[src/ffa_pkg.sv]
// Shared types, codes and constants of the first-fit block allocator.
// No dependencies.
package ffa_pkg;

	localparam int NUM_BLOCKS_DEF = 1024;
	localparam int BLOCK_BYTES    = 64;
	localparam int BLK_SHIFT      = $clog2(BLOCK_BYTES);
	localparam int CFG_W          = 11;
	localparam int CFG_RESET      = 1024;
	localparam int REQ_W          = 17;
	localparam int OFS_W          = 16;
	localparam int BYTES_W        = 17;
	localparam int CNT_MAX_W      = 17;
	localparam int NEED_W         = 18;
	localparam int BYTES_MAX      = 131071;

	typedef enum logic [0:0] {
		OP_ALLOC = 1'b0,
		OP_FREE  = 1'b1
	} op_t;

	typedef enum logic [1:0] {
		RS_DONE    = 2'd0,
		RS_ZERO    = 2'd1,
		RS_NOROOM  = 2'd2,
		RS_IGNORED = 2'd3
	} res_status_t;

	typedef enum logic [1:0] {
		BS_FREE   = 2'd0,
		BS_USED   = 2'd1,
		BS_BORDER = 2'd2
	} blk_status_t;

	// classified request, front to back
	typedef struct packed {
		op_t                  op;
		logic                 zero;
		logic [NEED_W-1:0]    need;
		logic [CNT_MAX_W-1:0] idx;
	} cmd_t;

	// finished request, back to output stage
	typedef struct packed {
		res_status_t          status;
		logic [OFS_W-1:0]     offset;
		logic [CNT_MAX_W-1:0] used_cnt;
	} res_t;

endpackage

[src/ffa_ram.sv]
// Generic simple dual-port RAM: one write port, one read port, registered read.
// No dependencies.
module ffa_ram #(
	parameter int WIDTH = 2,
	parameter int DEPTH = 1024
) (
	input  logic                     clk,
	input  logic                     we,
	input  logic [$clog2(DEPTH)-1:0] waddr,
	input  logic [WIDTH-1:0]         wdata,
	input  logic [$clog2(DEPTH)-1:0] raddr,
	output logic [WIDTH-1:0]         rdata
);
	logic [WIDTH-1:0] mem_q [DEPTH];

	always_ff @(posedge clk) begin
		if (we) begin
			mem_q[waddr] <= wdata;
		end
		rdata <= mem_q[raddr];
	end
endmodule

[src/ffa_front.sv]
// Front end: takes request transfers, rounds sizes to blocks, turns offsets
// into block indexes, and queues the result for the back end. Uses ffa_pkg.
module ffa_front
	import ffa_pkg::*;
(
	input  logic             clk,
	input  logic             arst_n,
	input  logic             in_valid,
	output logic             in_ready,
	input  op_t              in_op,
	input  logic [REQ_W-1:0] in_req,
	input  logic [OFS_W-1:0] in_rel,
	input  logic             clearing,
	output logic             cmd_valid,
	output cmd_t             cmd,
	input  logic             cmd_ready
);
	cmd_t       fifo_q [2];
	logic       wr_ptr_q, rd_ptr_q;
	logic [1:0] count_q;
	cmd_t       new_cmd;
	logic       push, pop;

	always_comb begin
		new_cmd.op   = in_op;
		new_cmd.zero = (in_req == '0);
		new_cmd.need = NEED_W'((NEED_W'(in_req) + NEED_W'(BLOCK_BYTES - 1)) >> BLK_SHIFT);
		new_cmd.idx  = CNT_MAX_W'(in_rel >> BLK_SHIFT);
	end

	assign in_ready  = (count_q != 2'd2) && !clearing;
	assign push      = in_valid && in_ready;
	assign cmd_valid = (count_q != 2'd0);
	assign pop       = cmd_valid && cmd_ready;
	assign cmd       = fifo_q[rd_ptr_q];

	always_ff @(posedge clk) begin
		if (push) begin
			fifo_q[wr_ptr_q] <= new_cmd;
		end
	end

	always_ff @(posedge clk or negedge arst_n) begin
		if (!arst_n) begin
			wr_ptr_q <= 1'b0;
			rd_ptr_q <= 1'b0;
			count_q  <= 2'd0;
		end else begin
			if (push) wr_ptr_q <= !wr_ptr_q;
			if (pop)  rd_ptr_q <= !rd_ptr_q;
			count_q <= count_q + 2'(push) - 2'(pop);
		end
	end
endmodule

[src/ffa_back.sv]
// Back end: owns the block status RAM, runs the first-fit scan, marks runs,
// walks frees and keeps the used-block count. Uses ffa_pkg and ffa_ram.
module ffa_back
	import ffa_pkg::*;
#(
	parameter int NUM_BLOCKS = NUM_BLOCKS_DEF,
	localparam int IDX_W = $clog2(NUM_BLOCKS),
	localparam int CNT_W = $clog2(NUM_BLOCKS + 1)
) (
	input  logic             clk,
	input  logic             arst_n,
	input  logic [CNT_W-1:0] managed,
	input  logic             cmd_valid,
	input  cmd_t             cmd,
	output logic             cmd_ready,
	output logic             res_valid,
	output res_t             res,
	input  logic             res_ready,
	output logic             clearing
);
	typedef enum logic [6:0] {
		S_CLEAR = 7'b0000001,
		S_IDLE  = 7'b0000010,
		S_SCAN  = 7'b0000100,
		S_MARK  = 7'b0001000,
		S_FCHK  = 7'b0010000,
		S_FWALK = 7'b0100000,
		S_REPLY = 7'b1000000
	} state_t;

	state_t            st_q;
	logic [CNT_W-1:0]  a_q, idx_s1, run_q, cur_q, used_q;
	logic              pend_s1;
	logic [NEED_W-1:0] need_q;
	logic [IDX_W-1:0]  w_q, first_q, end_q;
	res_status_t       status_q;
	logic [OFS_W-1:0]  off_q;

	logic              we;
	logic [IDX_W-1:0]  waddr, raddr;
	logic [1:0]        wdata, rdata;
	logic [CNT_W-1:0]  run_n, nxt;
	logic [NEED_W-1:0] first_n;
	logic              walk_hit;

	ffa_ram #(.WIDTH(2), .DEPTH(NUM_BLOCKS)) u_ram (
		.clk(clk), .we(we), .waddr(waddr), .wdata(wdata), .raddr(raddr), .rdata(rdata)
	);

	assign run_n    = run_q + CNT_W'(1);
	assign nxt      = cur_q + CNT_W'(1);
	assign first_n  = NEED_W'(idx_s1) + NEED_W'(1) - need_q;
	// in the check state the block must be a border, further on a used block
	assign walk_hit = (st_q == S_FCHK) ? (rdata == BS_BORDER) : (rdata == BS_USED);

	assign cmd_ready = (st_q == S_IDLE);
	assign clearing  = (st_q == S_CLEAR);
	assign res_valid = (st_q == S_REPLY);
	always_comb begin
		res.status   = status_q;
		res.offset   = off_q;
		res.used_cnt = CNT_MAX_W'(used_q);
	end

	always_comb begin
		we    = 1'b0;
		waddr = w_q;
		wdata = BS_FREE;
		raddr = a_q[IDX_W-1:0];
		unique case (st_q)
			S_CLEAR: begin
				we = 1'b1;
			end
			S_IDLE: begin
				raddr = cmd.idx[IDX_W-1:0];
			end
			S_MARK: begin
				we    = 1'b1;
				wdata = (w_q == first_q) ? BS_BORDER : BS_USED;
			end
			S_FCHK, S_FWALK: begin
				waddr = cur_q[IDX_W-1:0];
				we    = walk_hit;
				raddr = nxt[IDX_W-1:0];
			end
			S_SCAN, S_REPLY: begin
			end
			default: begin
			end
		endcase
	end

	always_ff @(posedge clk) begin
		unique case (st_q)
			S_IDLE: begin
				a_q     <= '0;
				run_q   <= '0;
				pend_s1 <= 1'b0;
				need_q  <= cmd.need;
				cur_q   <= CNT_W'(cmd.idx);
				off_q   <= '0;
			end
			S_SCAN: begin
				pend_s1 <= (a_q < managed);
				idx_s1  <= a_q;
				if (a_q < managed) a_q <= a_q + CNT_W'(1);
				if (pend_s1) begin
					if (rdata == BS_FREE) begin
						run_q <= run_n;
						if (NEED_W'(run_n) == need_q) begin
							first_q <= first_n[IDX_W-1:0];
							end_q   <= idx_s1[IDX_W-1:0];
						end
					end else begin
						run_q <= '0;
					end
				end
			end
			S_MARK: begin
				if (w_q == end_q) off_q <= OFS_W'(32'(first_q) << BLK_SHIFT);
			end
			S_FCHK, S_FWALK: begin
				if (walk_hit) cur_q <= nxt;
			end
			S_CLEAR, S_REPLY: begin
			end
			default: begin
			end
		endcase
	end

	always_ff @(posedge clk or negedge arst_n) begin
		if (!arst_n) begin
			st_q     <= S_CLEAR;
			w_q      <= '0;
			used_q   <= '0;
			status_q <= RS_DONE;
		end else begin
			unique case (st_q)
				S_CLEAR: begin
					w_q <= w_q + IDX_W'(1);
					if (w_q == IDX_W'(NUM_BLOCKS - 1)) st_q <= S_IDLE;
				end
				S_IDLE: begin
					if (cmd_valid) begin
						status_q <= RS_DONE;
						if (cmd.op == OP_ALLOC) begin
							if (cmd.zero) begin
								status_q <= RS_ZERO;
								st_q     <= S_REPLY;
							end else begin
								st_q <= S_SCAN;
							end
						end else if (cmd.idx >= CNT_MAX_W'(managed)) begin
							status_q <= RS_IGNORED;
							st_q     <= S_REPLY;
						end else begin
							st_q <= S_FCHK;
						end
					end
				end
				S_SCAN: begin
					if (pend_s1) begin
						if (rdata == BS_FREE && NEED_W'(run_n) == need_q) begin
							w_q    <= first_n[IDX_W-1:0];
							used_q <= CNT_W'(NEED_W'(used_q) + need_q);
							st_q   <= S_MARK;
						end
					end else if (a_q >= managed) begin
						status_q <= RS_NOROOM;
						st_q     <= S_REPLY;
					end
				end
				S_MARK: begin
					w_q <= w_q + IDX_W'(1);
					if (w_q == end_q) st_q <= S_REPLY;
				end
				S_FCHK, S_FWALK: begin
					if (walk_hit) begin
						if (used_q != '0) used_q <= used_q - CNT_W'(1);
						if (nxt >= managed) st_q <= S_REPLY;
						else                st_q <= S_FWALK;
					end else begin
						if (st_q == S_FCHK) status_q <= RS_IGNORED;
						st_q <= S_REPLY;
					end
				end
				S_REPLY: begin
					if (res_ready) st_q <= S_IDLE;
				end
				default: begin
					st_q <= S_IDLE;
				end
			endcase
		end
	end
endmodule

[src/first_fit_block_allocator_core.sv]
// First-fit block allocator core: front classifier, two-entry queue, back end
// with the block status RAM, output register. Uses ffa_pkg, ffa_front, ffa_back.
// An allocate scans for a fitting run of free blocks and then marks it; a free checks the
// border and walks the released blocks. The back end works on one request at a time.
// Reset clears control state, then a clearing pass over all NUM_BLOCKS entries holds s_axis_tready low.
module first_fit_block_allocator_core
	import ffa_pkg::*;
#(
	parameter int NUM_BLOCKS = NUM_BLOCKS_DEF,
	localparam int CNT_W = $clog2(NUM_BLOCKS + 1)
) (
	input  logic             clk,
	input  logic             arst_n,
	input  logic             cfg_we,
	input  logic [CFG_W-1:0] cfg_wdata,     // managed block count (blocks_in_use)
	input  logic             s_axis_tvalid,
	output logic             s_axis_tready,
	input  logic [39:0]      s_axis_tdata,  // request_bytes[16:0], release_offset[32:17]
	input  logic             s_axis_tuser,  // opcode
	output logic             m_axis_tvalid,
	input  logic             m_axis_tready,
	output logic [55:0]      m_axis_tdata   // status, alloc_offset, used_bytes, free_bytes
);
	logic [CFG_W-1:0] cfg_q;
	logic [CNT_W-1:0] managed;
	logic             cmd_valid, cmd_ready, res_valid, res_ready, clearing;
	cmd_t             cmd;
	res_t             res;
	logic [CNT_MAX_W-1:0] free_cnt;
	logic [BYTES_W-1:0]   used_b, free_b;

	function automatic logic [BYTES_W-1:0] to_bytes(input logic [CNT_MAX_W-1:0] blocks);
		logic [47:0] b;
		b = 48'(blocks) << BLK_SHIFT;
		return (b > 48'(BYTES_MAX)) ? BYTES_W'(BYTES_MAX) : b[BYTES_W-1:0];
	endfunction

	always_ff @(posedge clk or negedge arst_n) begin
		if (!arst_n) begin
			cfg_q <= CFG_W'(CFG_RESET);
		end else if (cfg_we) begin
			cfg_q <= cfg_wdata;
		end
	end

	// registers above the built capacity act as the capacity
	assign managed = (32'(cfg_q) > 32'(NUM_BLOCKS)) ? CNT_W'(NUM_BLOCKS) : CNT_W'(cfg_q);

	ffa_front u_front (
		.clk(clk), .arst_n(arst_n),
		.in_valid(s_axis_tvalid), .in_ready(s_axis_tready),
		.in_op(op_t'(s_axis_tuser)), .in_req(s_axis_tdata[16:0]),
		.in_rel(s_axis_tdata[32:17]),
		.clearing(clearing),
		.cmd_valid(cmd_valid), .cmd(cmd), .cmd_ready(cmd_ready)
	);

	ffa_back #(.NUM_BLOCKS(NUM_BLOCKS)) u_back (
		.clk(clk), .arst_n(arst_n), .managed(managed),
		.cmd_valid(cmd_valid), .cmd(cmd), .cmd_ready(cmd_ready),
		.res_valid(res_valid), .res(res), .res_ready(res_ready),
		.clearing(clearing)
	);

	// byte figures; blocks beyond a shrunk range stay counted, free floors at zero
	assign free_cnt = (CNT_MAX_W'(managed) > res.used_cnt) ?
		CNT_MAX_W'(managed) - res.used_cnt : '0;
	assign used_b   = to_bytes(res.used_cnt);
	assign free_b   = to_bytes(free_cnt);

	// output register: back end hands over while the previous result drains
	assign res_ready = !m_axis_tvalid || m_axis_tready;

	always_ff @(posedge clk) begin
		if (res_valid && res_ready) begin
			m_axis_tdata <= {4'b0, free_b, used_b, res.offset, res.status};
		end
	end

	always_ff @(posedge clk or negedge arst_n) begin
		if (!arst_n) begin
			m_axis_tvalid <= 1'b0;
		end else if (res_ready) begin
			m_axis_tvalid <= res_valid;
		end
	end
endmodule

[config.mk]
export PLATFORM = sky130hd
export DESIGN_NAME = first_fit_block_allocator_core
export DESIGN_NICKNAME = d
export VERILOG_FILES = /design/src/ffa_pkg.sv /design/src/ffa_ram.sv /design/src/ffa_front.sv /design/src/ffa_back.sv /design/src/first_fit_block_allocator_core.sv
export SDC_FILE = /design/constraint.sdc
export NUM_CORES = 2
export LEC_CHECK = 0
export BUFFER_PORTS_ARGS = -buffer_cell sky130_fd_sc_hd__buf_2
export CELL_PAD_IN_SITES_DETAIL_PLACEMENT = 1
export CELL_PAD_IN_SITES_GLOBAL_PLACEMENT = 2
export CORE_MARGIN = 2
export CORE_UTILIZATION = 41
export DETAILED_ROUTE_END_ITERATION = 6
export GPL_ROUTABILITY_DRIVEN = 0
export PLACE_DENSITY_LB_ADDON = 0.1
export SLEW_MARGIN = 20
export SYNTH_ARGS = -nofsm -noshare
export SYNTH_HDL_FRONTEND = slang
export SYNTH_SLANG_ARGS = --single-unit
[constraint.sdc]
create_clock -name clk -period 29.2 [get_ports clk]
set_clock_uncertainty 0.2 [all_clocks]
set_input_delay 5.84 -clock clk [delete_from_list [all_inputs] [get_ports clk]]
set_output_delay 5.84 -clock clk [all_outputs]
set_load 0.03 [all_outputs]
* Word-level counts from Yosys, hierarchy flattened
Memory sizes are Yosys's and may differ from the RTL's. A register that Yosys moved wholly into a read port is not among the register bits.
Cells that the tools add are included.
** Operators by class
- Magnitude comparators :: 8
- Muxes and demuxes :: 54
- $add $sub $neg :: 12
- Shift-type cells :: 0
- Multipliers :: 0
- Div/mod/pow operators :: 0
- Reductions and logical operators :: 31
- Bitwise operators :: 0
- Equal/unequal tests :: 29
** Operators by type and width (number)
- $mux 11 :: 9
- $pmux 11 s2 :: 4
- $mux 7 :: 12
- $pmux 7 s6 :: 1
- $pmux 10 s2 :: 2
- $add 11x1->11 const B :: 3
- $pmux 16 s2 :: 1
- $mux 10 :: 3
- $gt 23x17->1 const B :: 1
- $ge 11x11->1 :: 2
- $ne 2x1->1 const B :: 11
- $add 10x1->10 const B :: 2
- $eq 10x10->1 :: 2
- $add 17x6->18 const B :: 1
- $eq 11x18->1 :: 1
- $mux 2 :: 9
- $ge 17x11->1 :: 1
- $gt 17x17->1 const B :: 1
- $logic_not 17->1 :: 1
- $mux 17 :: 1
- $mux 16 :: 1
- $mux 6 :: 2
- $reduce_and 6->1 :: 2
- $reduce_bool 2->1 :: 6
- other kinds (36) :: 55
** Storage, ports and cells
- Logic and storage cells :: 157
- ROM bits :: 0
- Memories kept :: 2
- Memory bits (writable) :: 2096
- Input port bits :: 57
- Bits in latches :: 0
- Register bits after elaboration :: 196
** Memory list
- u_back.u_ram.mem_q :: depth 1024, bits a word 2, read ports 1, clocked after Yosys merged registers in 1, write ports 1, line ffa_ram.sv:14 : logic [WIDTH-1:0] mem_q [DEPTH];
- u_front.fifo_q :: depth 2, bits a word 24, read ports 1, clocked after Yosys merged registers in 0, write ports 1, line ffa_front.sv:18 : cmd_t fifo_q [2];

* Logic depth before layout (Yosys ltp)
- Depth after elaboration :: 7
- Gate-level depth with buffers :: 20

* By module
Synthesis repeated with hierarchy kept, for this count alone.
** Second synthesis, totals
- Cell total of the unflattened synthesis :: 5989
- Area, all modules :: 97061.8 µm²
** By module, submodules not included
- ffa_ram :: area each 83757.8 µm², seq. area each 61539.0 µm², instances 1, cells each 4793
- ffa_back :: area each 8197.9 µm², seq. area each 3514.6 µm², instances 1, cells each 812
- first_fit_block_allocator_core :: area each 2825.2 µm², seq. area each 1562.7 µm², instances 1, cells each 242
- ffa_front :: area each 2280.9 µm², seq. area each 1541.5 µm², instances 1, cells each 142

* Least setup slack after synthesis
No wires, ideal clock.
- Path type :: reg2reg
- From :: register u_back.st_q[1]
- To :: memory u_back.u_ram.mem_q[0][0] (data pin)
- Cell stages (with the launch flop) :: 7
- Data arrival time :: 24.583 ns
- Data required time :: 24.043 ns
- Path slack :: -0.540 ns
- Buffers on the path :: 1
- Cells stage by stage :: dfrtp_1 > buf_6 > nor2_1 > nand2_1 > nor3_1 > nand3b_1 > nor2_1
** On the way
- Cells in the longest elaborated chain, start to end :: 2
** RTL lines
- start: declaration :: line ffa_back.sv:31 : state_t st_q;
- start signal: assignment :: line ffa_back.sv:134 : st_q <= S_CLEAR;
- start signal: assignment :: line ffa_back.sv:142 : if (w_q == IDX_W'(NUM_BLOCKS - 1)) st_q <= S_IDLE;
- start signal: assignment :: line ffa_back.sv:150 : st_q <= S_REPLY;
- $eq 7x4->1 :: line ffa_back.sv:70 : unique case (st_q)
- $mux 2 :: line ffa_back.sv:70
- named net u_back.u_ram.wdata[0] :: line ffa_ram.sv:10 : input logic [WIDTH-1:0] wdata,
- end: declaration :: line ffa_ram.sv:14
The timed path passes the listed nets, and every way through them passes these cells.

* Final worst setup path
- From :: register u_back.st_q[1]
- To :: output port s_axis_tready
** On the way
- Cells in the longest elaborated chain, start to end :: 3
** RTL lines
- $eq 7x1->1 :: line ffa_back.sv:57 : assign clearing = (st_q == S_CLEAR);
- $logic_not 1->1 :: line ffa_front.sv:31 : assign in_ready = (count_q != 2'd2) && !clearing;
- $logic_and 1x1->1 :: line ffa_front.sv:31
- end: declaration :: line first_fit_block_allocator_core.sv:17 : output logic s_axis_tready,
Every way passes these cells.

==> run_results.csv <==
group,metric,value,unit
synth,synth_compound_area_frac,0.0418,
synth,synth_mux_area_frac,0.0707,
pwr,power.density,105,mW/mm^2
worst_setup_path,cp-end-kind,"output pin",
sta,fmax,108,MHz
synth,synth-edff-count,2217,
route,drcViolationCount,0,
synth,syn_area_per_cell,13.7,sq um
global_route,grt_pass1_wl,462,mm
pwr,vdd.ir_drop.worst,0.130,mV
sta,timing.setup.tns,0,ns
sta,report.final.hold_viol_count,0,
sta,min_period,9.22,ns
synth,ys_seq_area_frac,0.701,
floorplanning,die_h,489,microns
worst_setup_path,worstPathMaxFanout,10,
floorplanning,fp-row-count,178,
sta,fin_hold_ws,0.217,ns
sta,maxSlewViolCount,0,
placed_design,io_buffers,85,
synth,synth_cell_types,91,
route,drt_pass1_iterations,6,
layout,final_layout_size_suffix_gt1_frac,0.140,
sta,rsz0062_at_grt,"no",
worst_setup_path,r2r-end,"u_back.u_ram.rdata[0]",
floorplanning,die_area,0.240,sq mm
worst_setup_path,cp-start-kind,"flip-flop",
worst_setup_path,worstPathRequired,23.16,ns
synth,yosysWarnings,0,
placed_design,place_hpwl,189,mm
clocking,cts_resized,0,
worst_setup_path,critical_path_class,"flip-flop to output pin",
synth,synthSimpleGateAreaFrac,0.133,
clocking,clk_latency,0.91,ns
worst_setup_path,worstPathArrival,3.18,ns
layout,final_net_count,7220,
layout,seqCellArea,0.0678,sq mm
layout,multi_input_area,0.0261,sq mm
worst_setup_path,ff2ff_path_depth,18,
clocking,cts_hold_buf,0,
synth,ys_dominant_reg_cell,"edfxtp_1",
pwr,seq_power_share,0.330,
clocking,cts_root_buf,"clkbuf_16",
clocking,clk_pin_slew,0.06,ns
pwr,swShare,0.415,
synth,synth_top_family_by_area,"simple AND/OR/NAND/NOR gates",
sta,max_slew_margin,0.134,
worst_setup_path,r2r-start,"u_front.rd_ptr_q",
global_route,grt_max_degree,229,
layout,fill_cells,23400,
global_route,track_usage,0.271,
global_route,antenna_found_initial,29,
route,postRouteAntennaNets,0,
clocking,numCtsBuffers,275,
route,routed_wl,326,mm
floorplanning,initial_core_util,0.412,
sta,finalCritPeriodShare,0.316,
floorplanning,coreArea,0.235,sq mm
clocking,cts_tree,"yes",
synth,synthXorXnorAreaFrac,0.00915,
layout,syn_to_final_growth,12.4,%
worst_setup_path,crit_end,"s_axis_tready",
clocking,cts_max_path_buffers,4,
pwr,power.internal,0.00667,W
pwr,p_leak,39.2,nW
run_status,status,"finished, final reports clean",
placed_design,postPlaceCellArea,0.100,sq mm
sta,worst_slew_pin_slew,1.30,ns
route,vias_per_cell,5.82,
route,vias,60700,
worst_setup_path,critPathLaunch,"u_back.st_q[1]",
global_route,grt_pass1_vias,62200,
floorplanning,die_w,489,microns
synth,async_flop_share,0.0203,
worst_setup_path,regToRegSetupSlack,20.19,ns
pwr,combPwrFrac,0.387,
sta,finalSetupViolations,0,
clocking,htreeDepth,5,
hold_path,hold_class,"flip-flop to flip-flop",
pwr,clockPowerShare,0.283,
pwr,power.switching,0.00473,W
floorplanning,io_pins,115,
synth,synth_area,0.0966,sq mm
synth,netlist_instances,7028,
flow_run,cap_violations,0,
global_route,overflow,0,
layout,post-route-util,0.463,
synth,synth-seq-cells,2265,
synth,synth-adder-area-share,0.0106,
layout,design_area,0.109,sq mm
route,drtIter0Drc,5731,
clocking,postCtsSetupBuffers,0,
route,avgRoutedWirePerCell,31.3,microns
clocking,clkSinkCount,2265,
## state kept, by name, indices dropped and copies added, names as in the netlist, 2 cells and up
name                flops
cfg_q                  11
u_back.off_q           10
u_back.a_q             11
u_back.idx_s1          10
u_back.w_q             10
u_back.need_q          12
u_back.u_ram.mem_q   2048
u_back.status_q         2
u_back.first_q         10
u_front.fifo_q         48
u_front.count_q         2
u_back.used_q          11
u_back.end_q           10
u_back.st_q             7
u_back.cur_q           11
m_axis_tdata           35
u_back.run_q           11
u_back.u_ram.rdata      2
## cells by family after synthesis
logic type / after synthesis
simple gates: 3037
flops: 2265
buf+inv: 627
compound gates: 564
mux: 353
xor+xnor: 101
fa+ha+maj: 80
other cells: 1
## how the worst min path moves through the flow
stage                          start          endpoint  slack, ns  cells past startpoint
finish               u_back.off_q[8]  m_axis_tdata[10]       0.22                      0
global route        u_back.off_q[10]  m_axis_tdata[12]       0.23                      0
CTS                  u_back.off_q[8]  m_axis_tdata[10]       0.21                      0
detailed placement  u_back.off_q[10]  m_axis_tdata[12]       0.21                      0
global placement    u_back.off_q[15]  m_axis_tdata[17]       0.21                      0
floorplan            u_back.off_q[8]  m_axis_tdata[10]       0.20                      0
## critical path: stages (launching register included)
cell and delay [ns]:
dfrtp_1 0.54, nor2_1 0.23, nand2_1 0.12, or3_1 0.34
nor3b_1 0.59, a21oi_1 0.22, buf_2 0.24
## placed cells by master, fill, tap and decap left out, drive strengths merged, types with 16 or more instances in the layout
cell,count
nor4,18
ha,77
o21ai,66
buf,290
nand3,462
and2,33
a31oi,70
xor2,39
conb,16
inv,107
clkbuf,347
xnor2,62
mux2i,68
bufinv,16
o2111ai,23
nand4,91
edfxtp,2217
nand2,1092
a2111oi,16
a22oi,81
mux4,258
a21oi,97
a32oi,24
nor3,47
a21o,16
a221oi,21
a211oi,18
clkinv,87
dfrtp,44
nor2,1143
and3,75
mux2,27
## area by class of cell
cell class | instances | area share
repair buffers | 290 | 0.0196
flip-flops and latches | 2265 | 0.624
diodes | 10 | 0.000230
well taps | 3150 | 0.0363
multi-input cells | 4151 | 0.240
clock buffers | 347 | 0.0672
inverters | 100 | 0.00346
clock inverters | 116 | 0.00901
## per-stage QoR
| stage | cells | setup slack, ns | total power [W] |
|---|---|---|---|
| 4_1_cts | 10400 | 19.95 | 0.0115 |
| 5_1_grt | 10400 | 19.72 | 0.0118 |
| 2_1_floorplan | 7043 | 10.58 | 0.00641 |
| 6_report | 10400 | 19.98 | 0.0114 |
| 3_5_place_dp | 9954 | 20.11 | 0.00824 |
| 3_3_place_gp | 9954 | 20.18 | 0.00822 |
## synth_stat cells, types with 11 or more instances
cell       number  area share
nand4_1        91      0.0059
nor2_1       1140       0.044
a2111oi_0      15      0.0014
o2111ai_1      23      0.0021
a221oi_1       18      0.0016
clkbuf_1      249      0.0097
a211oi_1       17      0.0013
o31ai_1        15      0.0012
nor2b_1        12     0.00078
xor2_1         39      0.0035
ha_1           77       0.010
a21oi_1        97      0.0050
o211ai_1       11     0.00085
xnor2_1        62      0.0056
edfxtp_1     2217        0.69
a31oi_1        70      0.0045
o21ai_0        60      0.0031
mux2_2         27      0.0031
a311oi_1       14      0.0013
buf_1          54      0.0021
buf_2         101      0.0052
nand2_1      1092       0.042
buf_4          60      0.0047
mux4_2        249       0.058
nor3_1         45      0.0023
a22oi_1        80      0.0062
buf_6          48      0.0056
nor4_1         17      0.0011
dfrtp_1        44       0.011
a21o_1         16      0.0012
nand3b_1       15      0.0012
o21a_1         11     0.00085
a32oi_1        24      0.0022
nand2b_1       14     0.00091
inv_1         100      0.0039
mux2i_1        68      0.0070
and3_1         75      0.0049
nand3_1       462       0.024
and2_1         33      0.0021
## per-layer routing
| layer | vias to the layer above | GRT usage | share of wire |
|---|---|---|---|
| met5 | - | 0 | 0.000067 |
| met2 | 1989 | 0.438 | 0.47 |
| met3 | 490 | 0.0361 | 0.060 |
| met1 | 32000 | 0.382 | 0.44 |
| met4 | 4 | 0.0815 | 0.031 |
| li1 | 26100 | - | - |
## power groups by stage
stage / Clock, W / Combinational (W) / Sequential [W]
final: 0.00322 / 0.00442 / 0.00376
after global routing: 0.00339 / 0.00464 / 0.00377
after CTS: 0.00328 / 0.00443 / 0.00376
after detailed placement: 0 / 0.00441 / 0.00383
after global placement: 0 / 0.00440 / 0.00382
after floorplan: 0 / 0.00263 / 0.00379
(Power assumes the default switching activity.)
